**src/lcf_pkg.sv**
```systemverilog
// lcf_pkg: shared types, widths and register codes of the linear convolution fir
// no dependencies; compiled first

package lcf_pkg;

    localparam int SAMPLE_W      = 16;
    localparam int PROD_W        = 2 * SAMPLE_W;
    localparam int CONV_W        = 35;
    localparam int TAPS_WORD_W   = 64;
    localparam int TAP_COUNT_W   = 4;
    localparam int CFG_INDEX_W   = 2;

    localparam logic [CFG_INDEX_W-1:0] CFG_TAPS_LOW  = 2'd0;
    localparam logic [CFG_INDEX_W-1:0] CFG_TAPS_HIGH = 2'd1;
    localparam logic [CFG_INDEX_W-1:0] CFG_TAP_COUNT = 2'd2;

    typedef logic signed [SAMPLE_W-1:0] t_sample;
    typedef logic signed [PROD_W-1:0]   t_prod;
    typedef logic signed [CONV_W-1:0]   t_conv;

    // one pipeline stage's item marker
    typedef struct packed {
        logic vld;
        logic last;
    } t_stage_ctl;

endpackage

```
**src/lcf_dline.sv**
```systemverilog
// lcf_dline: sample delay line, input handshake and tail flush sequencing
// depends on lcf_pkg

module lcf_dline #(
    parameter int MAX_TAPS = 8,
    parameter int MW       = 4
) (
    input  logic               i_clk,
    input  logic               i_rst_n,
    input  logic [MW-1:0]      i_m,
    input  logic               i_in_valid,
    output logic               o_in_stall,
    input  lcf_pkg::t_sample   i_sample,
    input  logic               i_final_sample,
    input  logic               i_adv1,
    output lcf_pkg::t_stage_ctl o_ctl,
    output lcf_pkg::t_sample   o_dl [MAX_TAPS]
);
    import lcf_pkg::*;

    localparam int FW = (MAX_TAPS > 1) ? $clog2(MAX_TAPS) : 1;

    t_sample    r_dl [MAX_TAPS];
    t_sample    n_dl [MAX_TAPS];
    logic       r_clr, n_clr;
    logic [FW-1:0] r_left, n_left;
    t_stage_ctl r_ctl, n_ctl;

    logic w_flushing;
    logic w_adv0;
    logic w_produce;

    assign w_flushing = (r_left != '0);
    assign w_adv0     = !r_ctl.vld || i_adv1;
    assign o_in_stall = w_flushing || !w_adv0;
    // a flush step or an accepted beat loads a new window
    assign w_produce  = w_adv0 && (w_flushing || i_in_valid);

    always_comb begin
        n_dl   = r_dl;
        n_clr  = r_clr;
        n_left = r_left;
        n_ctl  = r_ctl;
        if (w_adv0) begin
            n_ctl = '0;
        end
        if (w_produce) begin
            n_dl[0] = w_flushing ? t_sample'(0) : i_sample;
            for (int i = 1; i < MAX_TAPS; i++) begin
                n_dl[i] = r_clr ? t_sample'(0) : r_dl[i-1];
            end
            n_clr     = 1'b0;
            n_ctl.vld = 1'b1;
            if (w_flushing) begin
                n_left     = r_left - FW'(1);
                n_ctl.last = (r_left == FW'(1));
                n_clr      = (r_left == FW'(1));
            end else if (i_final_sample) begin
                if (i_m == MW'(1)) begin
                    n_ctl.last = 1'b1;
                    n_clr      = 1'b1;
                end else begin
                    n_left = FW'(i_m - MW'(1));
                end
            end
        end
    end

    always_ff @(posedge i_clk) begin
        if (!i_rst_n) begin
            r_clr  <= 1'b1;
            r_left <= '0;
            r_ctl  <= '0;
        end else begin
            r_clr  <= n_clr;
            r_left <= n_left;
            r_ctl  <= n_ctl;
        end
    end

    // older entries are zeroed by the clear flag on the next shift
    always_ff @(posedge i_clk) begin
        r_dl <= n_dl;
    end

    assign o_ctl = r_ctl;
    assign o_dl  = r_dl;

endmodule

```
**config.mk**
```make
export PLATFORM = sky130hd
export DESIGN_NAME = lcf_dline
export DESIGN_NICKNAME = d
export VERILOG_FILES = /design/src/lcf_pkg.sv /design/src/lcf_dline.sv
export SDC_FILE = /design/constraint.sdc
export NUM_CORES = 1
export LEC_CHECK = 0
export BUFFER_PORTS_ARGS = -buffer_cell sky130_fd_sc_hd__buf_2
export CAP_MARGIN = 10
export CORE_ASPECT_RATIO = 2
export CORE_MARGIN = 1
export CORE_UTILIZATION = 47
export DETAILED_ROUTE_END_ITERATION = 6
export MAX_ROUTING_LAYER = met4
export PLACE_DENSITY = 0.71
export SYNTH_ARGS = -nofsm -noshare
export SYNTH_HDL_FRONTEND = slang
export SYNTH_SLANG_ARGS = --single-unit
```
**constraint.sdc**
```tcl
create_clock -name i_clk -period 8.8 [get_ports i_clk]
set_input_delay 0.44 -clock i_clk [delete_from_list [all_inputs] [get_ports i_clk]]
set_output_delay 0.44 -clock i_clk [all_outputs]
set_load 0.02 [all_outputs]
```
==> flow_summary.ini <==
[run_status]
status = complete, no violations

[final_layout]
multiInputGateArea_sq_um = 1070
layout.nets = 511
synthToLayoutAreaGrowth_pct = 29.0
final_util_pct = 62.6
diodes = 0
final_area_sq_um = 6600
ff_latch_area_sq_um = 3970
final_cells = 631
drive_above_1_share_pct = 38.9
nFillCells = 794

[sta]
period_needed_ns = 2.78
worst_pin_slew_ns = 1.12
finalSetupViolCount = 0
hold_ws_ns = 0.266
rsz0062_at_grt = false
maxSlewViolCount = 0
fin_ws_ns = 6.02
clock_skew_ns = 0.0110
min_period_over_period_pct = 31.6
tns_ns = 0
fmax_mhz = 360
slew_headroom_pct = 25.3
hold_viol = 0

[synthesis]
ys_types = 27
synth_edf_count = 128
netlist.top_cell.by_area = edfxtp_1
synth_top_area_share_pct = 75.1
synth_area_sq_um = 5110
synth_fp_nets = 350
ys_ff_latch = 134
syn_inst = 320
yosysMostFrequentCell = edfxtp_1
async_flop_share_pct = 0
synth_commonest_cells = edfxtp_1, nor2b_1, and2_1
yosysSeqAreaShare_pct = 77.5
synth_area_per_cell_sq_um = 16.0
synth_area_leaders = edfxtp_1, nor2b_1, dfxtp_1, and2_1, ha_1
synthFlopType = edfxtp_1
ys_warn_count = 0

[placement]
dp_hpwl_um = 6020
place_inst = 599
placed_area_sq_um = 6010
pre_cts_ws_ns = 6.04
portBuffers = 155
place_congestion = 0.824

[detailed_routing]
vias_per_cell = 4.77
drt_wl_total_um = 9110
drtIter0Drc = 152
vias = 3011
detail-route-antenna-nets = 0
drt_pass1_iterations = 4
post_drt_wl_per_cell_um = 14.4
remaining_drc_errors = 0

[run]
cap_viol_max_count = 0

[setup_path]
worst-setup-path-type = register to register
critPathMaxFanout = 86
r2r-start = r_left[0]$_SDFFE_PN0P_
arrival_ns = 2.80
slowest_delay_ns = 0.88
crit_required_ns = 8.82
crit_chain = inv_1, ha_1, nand2b_1, o21ai_1, inv_4, buf_4
startpoint = r_left[0]$_SDFFE_PN0P_
cp-start-kind = register
crit_buf_inv = 3
crit_slowest_cell = buf_4
path_delay_family = buffers and inverters
end_kind = register

[power_and_ir_drop]
static-leakage-power_nw = 2.75
switching_share_pct = 36.6
vdd_ir_drop_max_v = 0.000256
p_per_area_nw_per_um2 = 436
total_power_mw = 2.88
combPwrFrac_pct = 33.1
seq_power_share_pct = 43.4
clock_power_share_pct = 23.5
switching_power_mw = 1.05
p_int_mw = 1.83

[grt]
grt_pass1_wl_um = 14000
grt_pass1_vias = 3020
grt_overflow = 0
antenna_found_initial = 0
grt_start_max_net_pins = 114
grt.total_usage_pct = 17.6

[die]
die_x_um = 75.8
row_count = 53
dieHeight_um = 150
die_area_sq_um = 11300
coreArea_sq_um = 10500
ios = 156
initial_core_util_pct = 48.5

[clock_network]
h-tree-depth = 4
ctsResizeCount = 0
cts_tree = done
clkLatencyLatePin_ns = 0.41
cts_hold_buf = 0
numCtsBuffers = 17
clkTransAtPathRegs_ns = 0.06
clockBufferDepth = 2
cts_setup_buffers = 0
cts-root-buf = clkbuf_16
cts.sinks = 134

[hold_path]
hold_start = i_rst_n
hp-class = input pin to register
worst reg2reg max path, stage by stage, from the launching register on:
cell and delay (ns):
dfxtp_1 0.37, inv_1 0.08, ha_1 0.28, nand2b_1 0.13
o21ai_1 0.13, inv_4 0.43, buf_4 0.90
sequential cells by signal, summed over array words and instances (netlist names):
name	cells
o_dl	128
r_left	3
o_ctl	2
r_clr	1
final cells by class:
| type | instances | share of cell area (%) |
|---|---|---|
| Tap cell | 137 | 2.60 |
| Clock buffer | 17 | 6.45 |
| Clock inverter | 15 | 2.39 |
| Sequential cell | 134 | 60.1 |
| Multi-Input combinational cell | 166 | 16.2 |
| Inverter | 6 | 0.379 |
| Timing Repair Buffer | 156 | 11.9 |
layer usage:
layer	global-route usage, %	vias to the layer above	share of wire, %
li1	-	1430	-
met1	17.8	1423	38
met2	28.8	138	52
met3	6.20	20	7.2
met4	9.44	0	2.7
met5	-	-	0
layout by cell type (no fill, tap or decap), types with 2 or more instances in the layout:
| cell type | instances |
|---|---|
| o21ai_1 | 2 |
| inv_1 | 5 |
| clkbuf_16 | 17 |
| and2_1 | 16 |
| edfxtp_1 | 128 |
| ha_1 | 5 |
| dfxtp_1 | 5 |
| bufinv_16 | 2 |
| nand2_1 | 9 |
| nor2_1 | 2 |
| o31ai_1 | 2 |
| clkinvlp_4 | 6 |
| nor2b_1 | 113 |
| nand2b_1 | 2 |
| clkinv_4 | 4 |
| nand3_1 | 3 |
| buf_2 | 155 |
power groups by stage:
stage | clock network [mW] | logic [mW] | registers, mW
floorplan | 0 | 0.313 | 1.58
global placement | 0 | 0.944 | 1.25
detailed placement | 0 | 0.963 | 1.27
CTS | 0.691 | 0.965 | 1.26
global route | 0.718 | 1.03 | 1.30
finish | 0.676 | 0.953 | 1.25
kinds of logic (layout without fill, tap and decap cells):
family | after synthesis | after routing | share of synthesized area, %
flops | 134 | 134 | 77.5
fa+ha+maj | 5 | 5 | 1.22
simple gates | 149 | 149 | 18.0
xor+xnor | 1 | 1 | 0.171
compound gates | 10 | 10 | 1.32
buf+inv | 20 | 194 | 1.64
mux | 1 | 1 | 0.196
final timing paths:
kind / slack, ns / cells after the start / end
worst max-delay path: 6.02 / 6 / o_dl[76]$_SDFFCE_PP0P_
worst max register to register: 6.02 / 6 / o_dl[76]$_SDFFCE_PP0P_
worst min-delay path: 0.27 / 2 / r_clr$_SDFFE_PN1P_
worst min register to register: 0.47 / 2 / r_left[1]$_SDFFE_PN0P_
(Power assumes the default switching activity.)
